==> src/bnfa_pkg.sv <==
// Shared types and constants for the bitmap next-fit allocator.
package bnfa_pkg;

    // Field widths
    localparam int IDX_W        = 12;
    localparam int CNT_W        = 13;
    localparam int STATUS_W     = 3;
    localparam int CELL_TDATA_W = 16;
    localparam int RES_TDATA_W  = 32;
    localparam int RES_PAD_W    = RES_TDATA_W - IDX_W - CNT_W;

    // Reset value of the pool size register
    localparam logic [CNT_W-1:0] POOL_RESET = 13'd4096;

    // Request kinds carried in s_tuser
    localparam logic OP_ALLOC = 1'b0;
    localparam logic OP_FREE  = 1'b1;

    // Result status codes
    typedef enum logic [STATUS_W-1:0] {
        ST_OK       = 3'd0,
        ST_FULL     = 3'd1,
        ST_DOUBLE   = 3'd2,
        ST_RANGE    = 3'd3,
        ST_MISMATCH = 3'd4
    } status_t;

    // Controller states
    typedef enum logic [2:0] {
        S_CLEAR,
        S_IDLE,
        S_A_CHK,
        S_SCAN,
        S_F_MUL,
        S_F_RD,
        S_F_CHK,
        S_OUT
    } ctrl_state_t;

    // Commands from controller to datapath
    typedef struct packed {
        logic clear;     // clear one bitmap word
        logic load;      // capture the request
        logic a_chk;     // allocate: full check, first read
        logic scan;      // allocate: examine one word
        logic f_mul;     // free: reciprocal multiply
        logic f_rd;      // free: split index, range check, read
        logic f_chk;     // free: test and clear the bit
        logic out_load;  // move result into the output register
    } ctrl_cmd_t;

    // Status from datapath to controller
    typedef struct packed {
        logic clear_last;
        logic full;
        logic found;
        logic scan_last;
        logic range_err;
        logic out_busy;
    } ctrl_sts_t;

endpackage

==> src/bitmap_next_fit_allocator_unit.sv <==
// Allocate: request capture, full check and first read, then a scan, one bitmap word read
// per cycle through the single memory read port; free: multiply, split and read, bit test.
// Throughput: one request in flight; the next is accepted once the result is in the output
// register, which holds it while m_tready is low.
// Reset: aresetn low clears counters and search start, pool_size returns to 4096; a clearing
// pass over every bitmap word then zeroes the bitmap, s_tready low.
module bitmap_next_fit_allocator_unit #(
    parameter int MAX_CELLS = 4096,
    parameter int WORD_BITS = 64
) (
    input  logic                                 aclk,
    input  logic                                 aresetn,
    // Configuration: pool_size
    input  logic                                 cfg_wen,
    input  logic [bnfa_pkg::CNT_W-1:0]           cfg_wdata,
    // Request channel
    input  logic                                 s_tvalid,
    output logic                                 s_tready,
    input  logic [bnfa_pkg::CELL_TDATA_W-1:0]    s_tdata,   // [11:0] cell_index, [15:12] zero
    input  logic [0:0]                           s_tuser,   // [0] op
    // Result channel
    output logic                                 m_tvalid,
    input  logic                                 m_tready,
    output logic [bnfa_pkg::RES_TDATA_W-1:0]     m_tdata,   // [11:0] granted_index,
                                                            // [24:12] free_count, [31:25] zero
    output logic [bnfa_pkg::STATUS_W-1:0]        m_tuser    // [2:0] status
);
    import bnfa_pkg::*;

    ctrl_cmd_t         cmd;
    ctrl_sts_t         sts;
    logic [IDX_W-1:0]  out_granted;
    status_t           out_status;
    logic [CNT_W-1:0]  out_free;

    bnfa_ctrl u_ctrl (
        .aclk     (aclk),
        .aresetn  (aresetn),
        .s_tvalid (s_tvalid),
        .op       (s_tuser[0]),
        .sts      (sts),
        .s_tready (s_tready),
        .cmd      (cmd)
    );

    bnfa_datapath #(
        .MAX_CELLS (MAX_CELLS),
        .WORD_BITS (WORD_BITS)
    ) u_datapath (
        .aclk        (aclk),
        .aresetn     (aresetn),
        .cfg_wen     (cfg_wen),
        .cfg_wdata   (cfg_wdata),
        .in_cell     (s_tdata[IDX_W-1:0]),
        .cmd         (cmd),
        .sts         (sts),
        .m_tready    (m_tready),
        .m_tvalid    (m_tvalid),
        .out_granted (out_granted),
        .out_status  (out_status),
        .out_free    (out_free)
    );

    // Result packing
    assign m_tdata = {{RES_PAD_W{1'b0}}, out_free, out_granted};
    assign m_tuser = out_status;

    // No request taken while the bitmap is being cleared
    assert property (@(posedge aclk) disable iff (!aresetn) cmd.clear |-> !s_tready)
        else $error("request accepted during clearing pass");

    // One request in flight: ready drops after each accepted transaction
    assert property (@(posedge aclk) disable iff (!aresetn)
        (s_tvalid && s_tready) |=> !s_tready)
        else $error("second request accepted while one is in flight");

    // A failed request never reports a granted cell
    assert property (@(posedge aclk) disable iff (!aresetn)
        (m_tvalid && m_tuser != ST_OK) |-> (m_tdata[IDX_W-1:0] == '0))
        else $error("granted index set on a failed request");

    // Output register is only loaded when its transaction cannot be lost
    assert property (@(posedge aclk) disable iff (!aresetn)
        cmd.out_load |-> (!m_tvalid || m_tready))
        else $error("result overwritten before it was taken");

endmodule

==> src/bnfa_ctrl.sv <==
// Controller state machine of the bitmap next-fit allocator.
module bnfa_ctrl (
    input  logic                 aclk,
    input  logic                 aresetn,
    input  logic                 s_tvalid,
    input  logic                 op,
    input  bnfa_pkg::ctrl_sts_t  sts,
    output logic                 s_tready,
    output bnfa_pkg::ctrl_cmd_t  cmd
);
    import bnfa_pkg::*;

    ctrl_state_t state_reg;
    ctrl_state_t state_next;

    // State register
    always_ff @(posedge aclk) begin
        if (!aresetn) begin
            state_reg <= S_CLEAR;
        end else begin
            state_reg <= state_next;
        end
    end

    // Next state
    always_comb begin
        state_next = state_reg;
        unique case (state_reg)
            S_CLEAR: begin
                if (sts.clear_last) state_next = S_IDLE;
            end
            S_IDLE: begin
                if (s_tvalid) state_next = (op == OP_FREE) ? S_F_MUL : S_A_CHK;
            end
            S_A_CHK: begin
                state_next = sts.full ? S_OUT : S_SCAN;
            end
            S_SCAN: begin
                if (sts.found || sts.scan_last) state_next = S_OUT;
            end
            S_F_MUL: begin
                state_next = S_F_RD;
            end
            S_F_RD: begin
                state_next = sts.range_err ? S_OUT : S_F_CHK;
            end
            S_F_CHK: begin
                state_next = S_OUT;
            end
            S_OUT: begin
                if (!sts.out_busy) state_next = S_IDLE;
            end
        endcase
    end

    // Outputs
    always_comb begin
        cmd      = '0;
        s_tready = 1'b0;
        unique case (state_reg)
            S_CLEAR: cmd.clear = 1'b1;
            S_IDLE: begin
                s_tready = 1'b1;
                cmd.load = s_tvalid;
            end
            S_A_CHK: cmd.a_chk = 1'b1;
            S_SCAN:  cmd.scan  = 1'b1;
            S_F_MUL: cmd.f_mul = 1'b1;
            S_F_RD:  cmd.f_rd  = 1'b1;
            S_F_CHK: cmd.f_chk = 1'b1;
            S_OUT:   cmd.out_load = !sts.out_busy;
        endcase
    end

endmodule

==> src/bnfa_datapath.sv <==
// Datapath of the bitmap next-fit allocator: bitmap memory, scan, counters, result.
module bnfa_datapath #(
    parameter int MAX_CELLS = 4096,
    parameter int WORD_BITS = 64
) (
    input  logic                          aclk,
    input  logic                          aresetn,
    input  logic                          cfg_wen,
    input  logic [bnfa_pkg::CNT_W-1:0]    cfg_wdata,
    input  logic [bnfa_pkg::IDX_W-1:0]    in_cell,
    input  bnfa_pkg::ctrl_cmd_t           cmd,
    output bnfa_pkg::ctrl_sts_t           sts,
    input  logic                          m_tready,
    output logic                          m_tvalid,
    output logic [bnfa_pkg::IDX_W-1:0]    out_granted,
    output bnfa_pkg::status_t             out_status,
    output logic [bnfa_pkg::CNT_W-1:0]    out_free
);
    import bnfa_pkg::*;

    localparam int MAP_WORDS = (MAX_CELLS + WORD_BITS - 1) / WORD_BITS;
    localparam int WA_W      = (MAP_WORDS > 1) ? $clog2(MAP_WORDS) : 1;
    localparam int BO_W      = $clog2(WORD_BITS);
    localparam int POS_W     = CNT_W + 1;
    localparam int POOL_CAP  = (MAX_CELLS > (1 << CNT_W) - 1) ? (1 << CNT_W) - 1 : MAX_CELLS;
    localparam logic [CNT_W-1:0] POOL_MAX = CNT_W'(POOL_CAP);
    // Index split by reciprocal multiply: exact for indexes below 2**CNT_W
    localparam int DIV_SH    = 24;
    localparam int RECIP_W   = DIV_SH + 1;
    localparam int PROD_W    = DIV_SH + CNT_W;
    localparam longint RECIP_INT = ((64'd1 << DIV_SH) + WORD_BITS - 1) / WORD_BITS;
    localparam logic [RECIP_W-1:0] RECIP = RECIP_W'(RECIP_INT);
    localparam logic [BO_W-1:0]    LAST_BIT = BO_W'(WORD_BITS - 1);

    // Bitmap memory
    logic [WORD_BITS-1:0] map_mem [MAP_WORDS];
    logic [WORD_BITS-1:0] rdata_reg;
    logic [WA_W-1:0]      rd_addr;
    logic                 wr_en;
    logic [WA_W-1:0]      wr_addr;
    logic [WORD_BITS-1:0] wr_data;

    // Control state
    logic [CNT_W-1:0] pool_size_reg;
    logic [CNT_W-1:0] used_count_reg;
    logic [CNT_W-1:0] start_flat_reg;
    logic [WA_W-1:0]  start_word_reg;
    logic [BO_W-1:0]  start_bit_reg;
    logic [WA_W-1:0]  clr_addr_reg;
    logic             out_valid_reg;

    // Payload
    logic [IDX_W-1:0]  cell_reg;
    logic [WA_W-1:0]   p_word_reg;
    logic [BO_W-1:0]   p_bit_reg;
    logic [WA_W-1:0]   cur_word_reg;
    logic [POS_W-1:0]  cur_base_reg;
    logic              phase2_reg;
    logic [PROD_W-1:0] prod_reg;
    logic [WA_W-1:0]   q_reg;
    logic [BO_W-1:0]   bit_reg;
    logic [IDX_W-1:0]  res_granted_reg;
    status_t           res_status_reg;
    logic [IDX_W-1:0]  out_granted_reg;
    status_t           out_status_reg;
    logic [CNT_W-1:0]  out_free_reg;

    // Pool bounds and counts
    logic [CNT_W-1:0] pool;
    logic             full;
    logic [CNT_W-1:0] free_now;

    assign pool     = (pool_size_reg > POOL_MAX) ? POOL_MAX : pool_size_reg;
    assign full     = used_count_reg >= pool;
    assign free_now = (pool > used_count_reg) ? pool - used_count_reg : '0;

    // Search start: the cell after the last grant, wrapped into the pool
    logic [POS_W-1:0] start_inc;
    logic             p_wrap;
    logic [WA_W-1:0]  p_word_nx;
    logic [BO_W-1:0]  p_bit_nx;
    logic [POS_W-1:0] p_base_nx;

    assign start_inc = {1'b0, start_flat_reg} + POS_W'(1);
    assign p_wrap    = start_inc >= {1'b0, pool};
    assign p_word_nx = p_wrap ? '0 :
                       (start_bit_reg == LAST_BIT) ? start_word_reg + WA_W'(1) : start_word_reg;
    assign p_bit_nx  = (p_wrap || start_bit_reg == LAST_BIT) ? '0 : start_bit_reg + BO_W'(1);
    assign p_base_nx = POS_W'(p_word_nx) * POS_W'(WORD_BITS);

    // Word examination: eligible free bits and lowest-index encoder
    logic [POS_W-1:0]     lim;
    logic                 first_word;
    logic                 last_word;
    logic [WORD_BITS-1:0] free_vec;
    logic                 found;
    logic [BO_W-1:0]      enc;

    assign lim        = {1'b0, pool} - cur_base_reg;
    assign first_word = !phase2_reg && (cur_word_reg == p_word_reg);
    assign last_word  = phase2_reg && (cur_word_reg == p_word_reg);

    always_comb begin
        for (int i = 0; i < WORD_BITS; i++) begin
            free_vec[i] = !rdata_reg[i] && (POS_W'(i) < lim)
                          && !(first_word && (BO_W'(i) < p_bit_reg))
                          && !(last_word && (BO_W'(i) >= p_bit_reg));
        end
    end

    assign found = |free_vec;

    always_comb begin
        enc = '0;
        for (int i = WORD_BITS - 1; i >= 0; i--) begin
            if (free_vec[i]) enc = BO_W'(i);
        end
    end

    // Next word of the scan; phase two restarts at word 0
    logic [POS_W-1:0] next_base;
    logic             to_phase2;
    logic [WA_W-1:0]  scan_word_nx;
    logic [POS_W-1:0] scan_base_nx;
    logic [POS_W-1:0] grant_pos;

    assign next_base    = cur_base_reg + POS_W'(WORD_BITS);
    assign to_phase2    = !phase2_reg && (next_base >= {1'b0, pool});
    assign scan_word_nx = to_phase2 ? '0 : cur_word_reg + WA_W'(1);
    assign scan_base_nx = to_phase2 ? '0 : next_base;
    assign grant_pos    = cur_base_reg + POS_W'(enc);

    // Free index split into word and bit
    logic [PROD_W-1:0] prod_nx;
    logic [CNT_W-1:0]  q_full;
    logic [POS_W-1:0]  qw;
    logic [POS_W-1:0]  rem;
    logic              range_err;
    logic              bit_set;

    assign prod_nx   = PROD_W'(cell_reg) * PROD_W'(RECIP);
    assign q_full    = prod_reg[DIV_SH +: CNT_W];
    assign qw        = POS_W'(q_full) * POS_W'(WORD_BITS);
    assign rem       = POS_W'(cell_reg) - qw;
    assign range_err = {1'b0, cell_reg} >= pool;
    assign bit_set   = rdata_reg[bit_reg];

    // Memory port selection
    always_comb begin
        priority if (cmd.a_chk) begin
            rd_addr = p_word_nx;
        end else if (cmd.scan) begin
            rd_addr = scan_word_nx;
        end else if (cmd.f_rd) begin
            rd_addr = q_full[WA_W-1:0];
        end else begin
            rd_addr = cur_word_reg;
        end
    end

    always_comb begin
        wr_en   = 1'b0;
        wr_addr = cur_word_reg;
        wr_data = rdata_reg;
        priority if (cmd.clear) begin
            wr_en   = 1'b1;
            wr_addr = clr_addr_reg;
            wr_data = '0;
        end else if (cmd.scan && found) begin
            wr_en   = 1'b1;
            wr_data = rdata_reg | (WORD_BITS'(1) << enc);
        end else if (cmd.f_chk && bit_set) begin
            wr_en   = 1'b1;
            wr_addr = q_reg;
            wr_data = rdata_reg & ~(WORD_BITS'(1) << bit_reg);
        end
    end

    // Bitmap memory, registered read
    always_ff @(posedge aclk) begin
        if (wr_en) map_mem[wr_addr] <= wr_data;
        rdata_reg <= map_mem[rd_addr];
    end

    // Control state: pool size, counts, search start, clear sweep, output valid
    always_ff @(posedge aclk) begin
        if (!aresetn) begin
            pool_size_reg  <= POOL_RESET;
            used_count_reg <= '0;
            start_flat_reg <= '0;
            start_word_reg <= '0;
            start_bit_reg  <= '0;
            clr_addr_reg   <= '0;
            out_valid_reg  <= 1'b0;
        end else begin
            if (cfg_wen) pool_size_reg <= cfg_wdata;
            if (cmd.clear) clr_addr_reg <= clr_addr_reg + WA_W'(1);
            if (cmd.scan && found) begin
                used_count_reg <= used_count_reg + CNT_W'(1);
                start_flat_reg <= grant_pos[CNT_W-1:0];
                start_word_reg <= cur_word_reg;
                start_bit_reg  <= enc;
            end
            if (cmd.f_chk && bit_set && used_count_reg != '0) begin
                used_count_reg <= used_count_reg - CNT_W'(1);
            end
            if (cmd.out_load) begin
                out_valid_reg <= 1'b1;
            end else if (m_tready) begin
                out_valid_reg <= 1'b0;
            end
        end
    end

    // Payload registers
    always_ff @(posedge aclk) begin
        if (cmd.load) cell_reg <= in_cell;
        if (cmd.a_chk) begin
            p_word_reg      <= p_word_nx;
            p_bit_reg       <= p_bit_nx;
            cur_word_reg    <= p_word_nx;
            cur_base_reg    <= p_base_nx;
            phase2_reg      <= 1'b0;
            res_granted_reg <= '0;
            res_status_reg  <= ST_FULL;
        end
        if (cmd.scan) begin
            if (found) begin
                res_granted_reg <= grant_pos[IDX_W-1:0];
                res_status_reg  <= ST_OK;
            end else if (last_word) begin
                res_granted_reg <= '0;
                res_status_reg  <= ST_MISMATCH;
            end else begin
                cur_word_reg <= scan_word_nx;
                cur_base_reg <= scan_base_nx;
                phase2_reg   <= phase2_reg | to_phase2;
            end
        end
        if (cmd.f_mul) prod_reg <= prod_nx;
        if (cmd.f_rd) begin
            q_reg           <= q_full[WA_W-1:0];
            bit_reg         <= rem[BO_W-1:0];
            res_granted_reg <= '0;
            res_status_reg  <= ST_RANGE;
        end
        if (cmd.f_chk) begin
            res_status_reg <= bit_set ? ST_OK : ST_DOUBLE;
        end
        if (cmd.out_load) begin
            out_granted_reg <= res_granted_reg;
            out_status_reg  <= res_status_reg;
            out_free_reg    <= free_now;
        end
    end

    // Status to controller
    assign sts.clear_last = clr_addr_reg == WA_W'(MAP_WORDS - 1);
    assign sts.full       = full;
    assign sts.found      = found;
    assign sts.scan_last  = last_word;
    assign sts.range_err  = range_err;
    assign sts.out_busy   = out_valid_reg && !m_tready;

    assign m_tvalid    = out_valid_reg;
    assign out_granted = out_granted_reg;
    assign out_status  = out_status_reg;
    assign out_free    = out_free_reg;

endmodule

==> config.mk <==
export PLATFORM = sky130hd
export DESIGN_NAME = bitmap_next_fit_allocator_unit
export DESIGN_NICKNAME = d
export VERILOG_FILES = /design/src/bnfa_pkg.sv /design/src/bitmap_next_fit_allocator_unit.sv /design/src/bnfa_ctrl.sv /design/src/bnfa_datapath.sv
export SDC_FILE = /design/constraint.sdc
export NUM_CORES = 2
export LEC_CHECK = 0
export BUFFER_PORTS_ARGS = -buffer_cell sky130_fd_sc_hd__buf_2
export CORE_MARGIN = 2
export CORE_UTILIZATION = 40
export CTS_CLUSTER_SIZE = 20
export DETAILED_ROUTE_END_ITERATION = 6
export PLACE_DENSITY_LB_ADDON = 0.2
export SYNTH_ARGS = -nofsm -noshare
export SYNTH_HDL_FRONTEND = slang
export SYNTH_SLANG_ARGS = --single-unit
==> constraint.sdc <==
create_clock -name aclk -period 19 [get_ports aclk]
set_input_delay 3.8 -clock aclk [delete_from_list [all_inputs] [get_ports aclk]]
set_output_delay 3.8 -clock aclk [all_outputs]
set_load 0.005 [all_outputs]
Word-level counts from Yosys, hierarchy flattened
Memory sizes are Yosys's and may differ from the RTL's. A register that Yosys moved wholly into a read port is not among the register bits.
Cells that the tools add are included.
W data, S select, Z words.
- register bits: 173
- bits in writable memories: 4096
- input port bits: 35
- output and inout port bits: 37
- word-level logic and storage cells: 913
- memories: 1
- memory list (memory ; words ; width ; read ports ; clocked after memory_dff ; wr ports ; RTL line ; source):
    u_datapath.map_mem ; 64 ; 64 ; 1 ; 1 ; 1 ; bnfa_datapath.sv:36 ; logic [WORD_BITS-1:0] map_mem [MAP_WORDS];
- $add $sub $neg: 12
- $lt $le $gt $ge: 199
- equality and inequality tests: 14
- shifts and indexed selects: 2
- muxes and demuxes: 129
- bitwise operators: 4
- reductions and logical operators: 530
- operators with widths (operator ; count):
    $mux W6 ; 77
    $lt A6 B14 Y1 const A ; 32
    $logic_and A1 B1 Y1 ; 327
    $lt A5 B14 Y1 const A ; 16
    $logic_not A1 Y1 ; 195
    $ge A6 B6 Y1 const A ; 32
    $lt A6 B6 Y1 const A ; 32
    $mux W64 ; 3
    $shl A1 B6 Y64 const A ; 2
    $lt A4 B14 Y1 const A ; 8
    $ge A5 B6 Y1 const A ; 16
    $lt A5 B6 Y1 const A ; 16
    $mux W14 ; 5
    $and A64 B64 Y64 ; 1
    $not A64 Y64 ; 1
    $or A64 B64 Y64 ; 1
    $reduce_or A64 Y1 ; 1
    $lt A3 B14 Y1 const A ; 4
    $ge A4 B6 Y1 const A ; 8
    $lt A4 B6 Y1 const A ; 8
    $mux W12 ; 4
    $mux W13 ; 3
    $mux W3 ; 12
    $ge A14 B13 Y1 ; 2
    39 further kinds ; 84

Longest topological paths before layout
- depth in word-level cells: 75
- depth in mapped cells: 34

Hierarchy
From an unflattened synthesis, not the netlist that was laid out.
- cells, all modules: 14058
- area total of the unflattened synthesis: 178588.8 um^2
- by module, submodules not included (module ; times used ; cells each ; area an instance (um^2) ; sequential area each (um^2)):
    bnfa_datapath ; 1 ; 14014 ; 178242.2 ; 128323.1
    bnfa_ctrl ; 1 ; 36 ; 290.3 ; 60.1
    bitmap_next_fit_allocator_unit ; 1 ; 8 ; 56.3 ; 0.0

Least setup slack after synthesis
No wires, ideal clock.
- path kind: register to register
- from: reg u_datapath.pool_size_reg[12]
- to: mem u_datapath.map_mem[16][0], enable pin
- library setup time: 565 ps
- data arrival time: 8712 ps
- required time: 18435 ps
- slack: 9723 ps
- cell stages (with the launch flop): 21
- clock period less this slack: 9277 ps
- cells stage by stage: dfxtp_1 > inv_1 > buf_1 > nand2_1 > inv_1 > ha_1 > nor2b_2 > o2111ai_1 > a21oi_1 > a2111oi_4 > nor4_2 > and3_1 > buf_2 > a31oi_1 > nand4bb_1 > or3_4 > o21ai_4 > o221a_2 > buf_2 > buf_2 > nor3_1
- cells in the longest elaborated chain, start to end: 13
- RTL lines (what ; RTL line ; source):
    start: declaration ; bnfa_datapath.sv:44 ; logic [CNT_W-1:0] pool_size_reg;
    start signal: assignment ; bnfa_datapath.sv:196 ; if (cfg_wen) pool_size_reg <= cfg_wdata;
    $gt A13 B13 Y1 ; bnfa_datapath.sv:73 ; assign pool = (pool_size_reg > POOL_MAX) ? POOL_MAX : pool_size_reg;
    $mux W13 (*) ; bnfa_datapath.sv:73 ;
    $sub A13 B14 Y14 (*) ; bnfa_datapath.sv:99 ; assign lim = {1'b0, pool} - cur_base_reg;
    $lt A1 B14 Y1 (tied with other cells) ; bnfa_datapath.sv:105 ; free_vec[i] = !rdata_reg[i] && (POS_W'(i) < lim)
    $logic_and A1 B1 Y1 ; bnfa_datapath.sv:105 ;
    $logic_and A1 B1 Y1 ; bnfa_datapath.sv:106 ; && !(first_word && (BO_W'(i) < p_bit_reg))
    $logic_and A1 B1 Y1 ; bnfa_datapath.sv:107 ; && !(last_word && (BO_W'(i) >= p_bit_reg));
    $reduce_or A64 Y1 (*) ; bnfa_datapath.sv:111 ; assign found = |free_vec;
    $logic_and A1 B1 Y1 (*) ; bnfa_datapath.sv:169 ; end else if (cmd.scan && found) begin
    $mux W1 ; bnfa_datapath.sv:169 ;
    $mux W1 ; bnfa_datapath.sv:165 ; priority if (cmd.clear) begin
    $mux W1 ; bnfa_datapath.sv:181 ; if (wr_en) map_mem[wr_addr] <= wr_data;
    $mux W1 (implied by the code) ; bnfa_datapath.sv:181 ;
    end: declaration ; bnfa_datapath.sv:36 ;
Every way passes the cells marked *; elsewhere a longest branch is shown, timed or not.

Worst setup path in the final report
- from: reg u_datapath.pool_size_reg[12]
- to: mem u_datapath.map_mem[7][45], enable pin
The elaborated chain is that of the path after synthesis.

==> metrics.md <==
| Metric | Value |
|---|---|
| CTS Hold Bufs | `0` |
| Residual DRC count | `0` |
| Most instantiated cells after synthesis | `4172 x edfxtp_1, 1747 x nand2_1, 982 x nand3_1` |
| Post-synth top flop | `edfxtp_1` |
| Most numerous cell in the Yosys netlist | `edfxtp_1` |
| Fin. max-slew vios | `0` |
| Crit-path max FO | `26` |
| Top Ports | `72` |
| Sink Count | `4327` |
| Post CTS Setup Buffer Count | `0` |
| Routed len/inst | `32.19 µm` |
| Antenna viol nets, final | `0` |
| Req. time, crit path | `19.57 ns` |
| Endpoints failing hold | `0` |
| Met2 wire length | `256500 µm` |
| DIE AREA | `440500 µm²` |
| Peak Freq | `97.04 MHz` |
| Hpwl dp | `292300 µm` |
| Drt initial violations | `12.87k` |
| Critical-path cell list | `inv_1 > nand2_1 > inv_1 > fa_1 > inv_1 > nor2_1 > nor2_1 > nor2_1 > o21ai_0 > a41oi_1 > nor4_2 > nand4_1 > or2_1 > o21ai_4 > o221a_2 > nand3b_1 > nor2_4 > buf_4 > buf_4` |
| Slew Limit Headroom | `5.674%` |
| Uppermost layer routed | `met5` |
| Synth top area share | `71.96%` |
| Vias in the first global route | `98.19k` |
| Reg-to-reg slack, setup | `8.69 ns` |
| CTS tree | `yes` |
| Period utilization | `54.24%` |
| Starting Density | `40.12%` |
| Max-cap violations | `0` |
| Row cnt | `242` |
| DR vias | `101.5k` |
| DIE WIDTH | `663.7 µm` |
| Setup-failing EPs final | `0` |
| Avg Cell Area, Syn | `16.40 µm²` |
| Reg clk slew, reported paths | `0.07 ns` |
| Worst min path class | `flop to flop` |
| Post-Syn Area | `174100 µm²` |
| Synthesized flop and latch total | `4327` |
| RSZ-0062 raised after global routing | `no` |
| Final min period | `10.31 ns` |
| Wirelength, routed | `544600 µm` |
| Area Growth Syn to Fin | `13.10%` |
| Initial antenna violation count | `36` |
| Die H | `663.7 µm` |
| CP Data Arrival Time | `10.87 ns` |
| Slew @ Worst Pin | `1.411 ns` |
| Cell taking the most area after synthesis | `edfxtp_1` |
| Asr flop ratio synth | `0%` |
| Layout cells sized above 1 | `17.58%` |
| Synth cell types | `93` |
| Core area | `433900 µm²` |
| Seq/Total Area, Yosys | `73.75%` |
| Largest stage delay on the critical path | `0.94 ns` |
| RD Place Congestion | `0.9311` |
| Status | `finished clean` |
| Setup TNS | `0 ns` |
| Number of synthesized flops with an enable pin | `4172` |
| Yosys Warn Count | `0` |
| Max reg flops | `4096` |
| Pleak | `59.76 nW` |
| Gr ovfl total | `0` |
| Setup crit end kind | `flop` |
| Final hold slack | `0.4270 ns` |
| Clock Latency Late Sink | `1.03 ns` |
| Pwr/cell area | `97.09 nW/µm²` |
| Peak supply drop | `86.09 µV` |
| CTS resizes | `0` |
| Fin Clk Skew | `0.1024 ns` |
| Met1 wire length | `225800 µm` |
| IO Port Bufs | `60` |
| Worst path slowest cell | `fa_1` |
| Max H-tree Level | `5` |
| CTS Buf Count | `439` |
| Root buffer cell | `clkbuf_16` |
| Nature of the critical path startpoint | `flop` |
| First-pass GRT wire length | `755400 µm` |
| Clock Path Buffers | `4` |
| Synth top area cells | `edfxtp_1 72%, mux4_2 10%, nand2_1 3.8%, nand3_1 2.8%, dfxtp_1 1.8%` |
| WS Path Type | `flop to flop` |
| Vias/cell | `6.001` |
| DRT Pass-1 Iters | `6` |
| Met3 routed WL | `45880 µm` |
| Nets | `10.92k` |
| GR Util All Layers | `24.07%` |
| Cells after synthesis | `10.62k` |
| Pin count of the biggest net entering global routing | `136` |
-- power breakdown --
part | switching [mW] | leakage (nW) | internal [mW]
registers | 0.0635 | 34.9 | 10.4
logic | 0.203 | 18.1 | 0.0902
clock network | 3.71 | 6.75 | 4.68
total | 3.98 | 59.8 | 15.1
-- final timing paths --
kind                                                  start                             endpoint  cells past startpoint
hold reg to reg    u_datapath.res_granted_reg[4]$_SDFF_PP0_  u_datapath.out_granted[4]$_DFFE_PP_                      0
setup reg to reg  u_datapath.pool_size_reg[12]$_SDFFE_PN1P_  u_datapath.map_mem[7][45]$_DFFE_PP_                     19
hold / removal     u_datapath.res_granted_reg[4]$_SDFF_PP0_  u_datapath.out_granted[4]$_DFFE_PP_                      0
setup / recovery  u_datapath.pool_size_reg[12]$_SDFFE_PN1P_  u_datapath.map_mem[7][45]$_DFFE_PP_                     19
-- cells in the final DEF, fill, tap and decap left out, types with 111 or more instances in the layout --
| cell | n |
|---|---|
| nor2_1 | 175 |
| o21ai_0 | 128 |
| nand3_1 | 981 |
| clkbuf_16 | 440 |
| mux4_2 | 784 |
| a21oi_1 | 154 |
| buf_4 | 285 |
| a22oi_1 | 136 |
| clkbuf_1 | 117 |
| a31oi_1 | 157 |
| nand2_1 | 1742 |
| nor3_1 | 111 |
| dfxtp_1 | 154 |
| and3_1 | 145 |
| edfxtp_1 | 4172 |
-- per-layer routing --
layer	vias to the layer above	global-route usage, %
li1	42040	-
met4	4	6.741
met5	-	0
met3	817	3.743
met1	53780	34.20
met2	4885	38.62
-- cell families after synthesis --
family                   count (synthesis)  synth area share (%)
AO/OA/AOI/OAI                          973                 3.765
XOR/XNOR                               124                0.6238
adder cells (fa/ha/maj)                 92                0.6785
buffers and inverters                  733                 1.656
flip-flops                            4327                 73.75
multiplexers                           806                 10.27
other                                    1              0.002154
AND/OR/NAND/NOR                       3559                 9.259
-- per-stage QoR --
step | instance area [µm²] | worst slack, ns | utilization (%) | instances | power (mW)
2_1_floorplan | 174100 | 9.723 | - | 10620 | 10.75
3_3_place_gp | 182900 | 9.084 | 42.16 | 16090 | 10.92
3_5_place_dp | 182900 | 9.025 | 42.16 | 16090 | 10.92
4_1_cts | 196800 | 8.909 | 45.36 | 16900 | 19.25
5_1_grt | 196900 | 8.572 | 45.37 | 16900 | 19.63
6_report | 196900 | 8.695 | 45.38 | 16920 | 19.12
-- worst max-delay path, delay by kind of cell (launching register included) --
kind / cells / cell delay (ns)
buf+inv: 5 / 2.44
simple gates: 9 / 4.38
fa+ha+maj: 1 / 0.94
compound gates: 4 / 1.48
flops: 1 / 0.49
-- area by class of cell --
cell class,count,area (µm²)
Timing Repair Buffer,373,3000
Clock buffer,573,11670
Inverter,95,356.6
Antenna cell,15,37.54
Sequential cell,4327,128400
Multi-Input combinational cell,5561,44030
Clock inverter,239,2237
Fill cell,37130,237000
Tap cell,5734,7174
(Power assumes the default switching activity.)
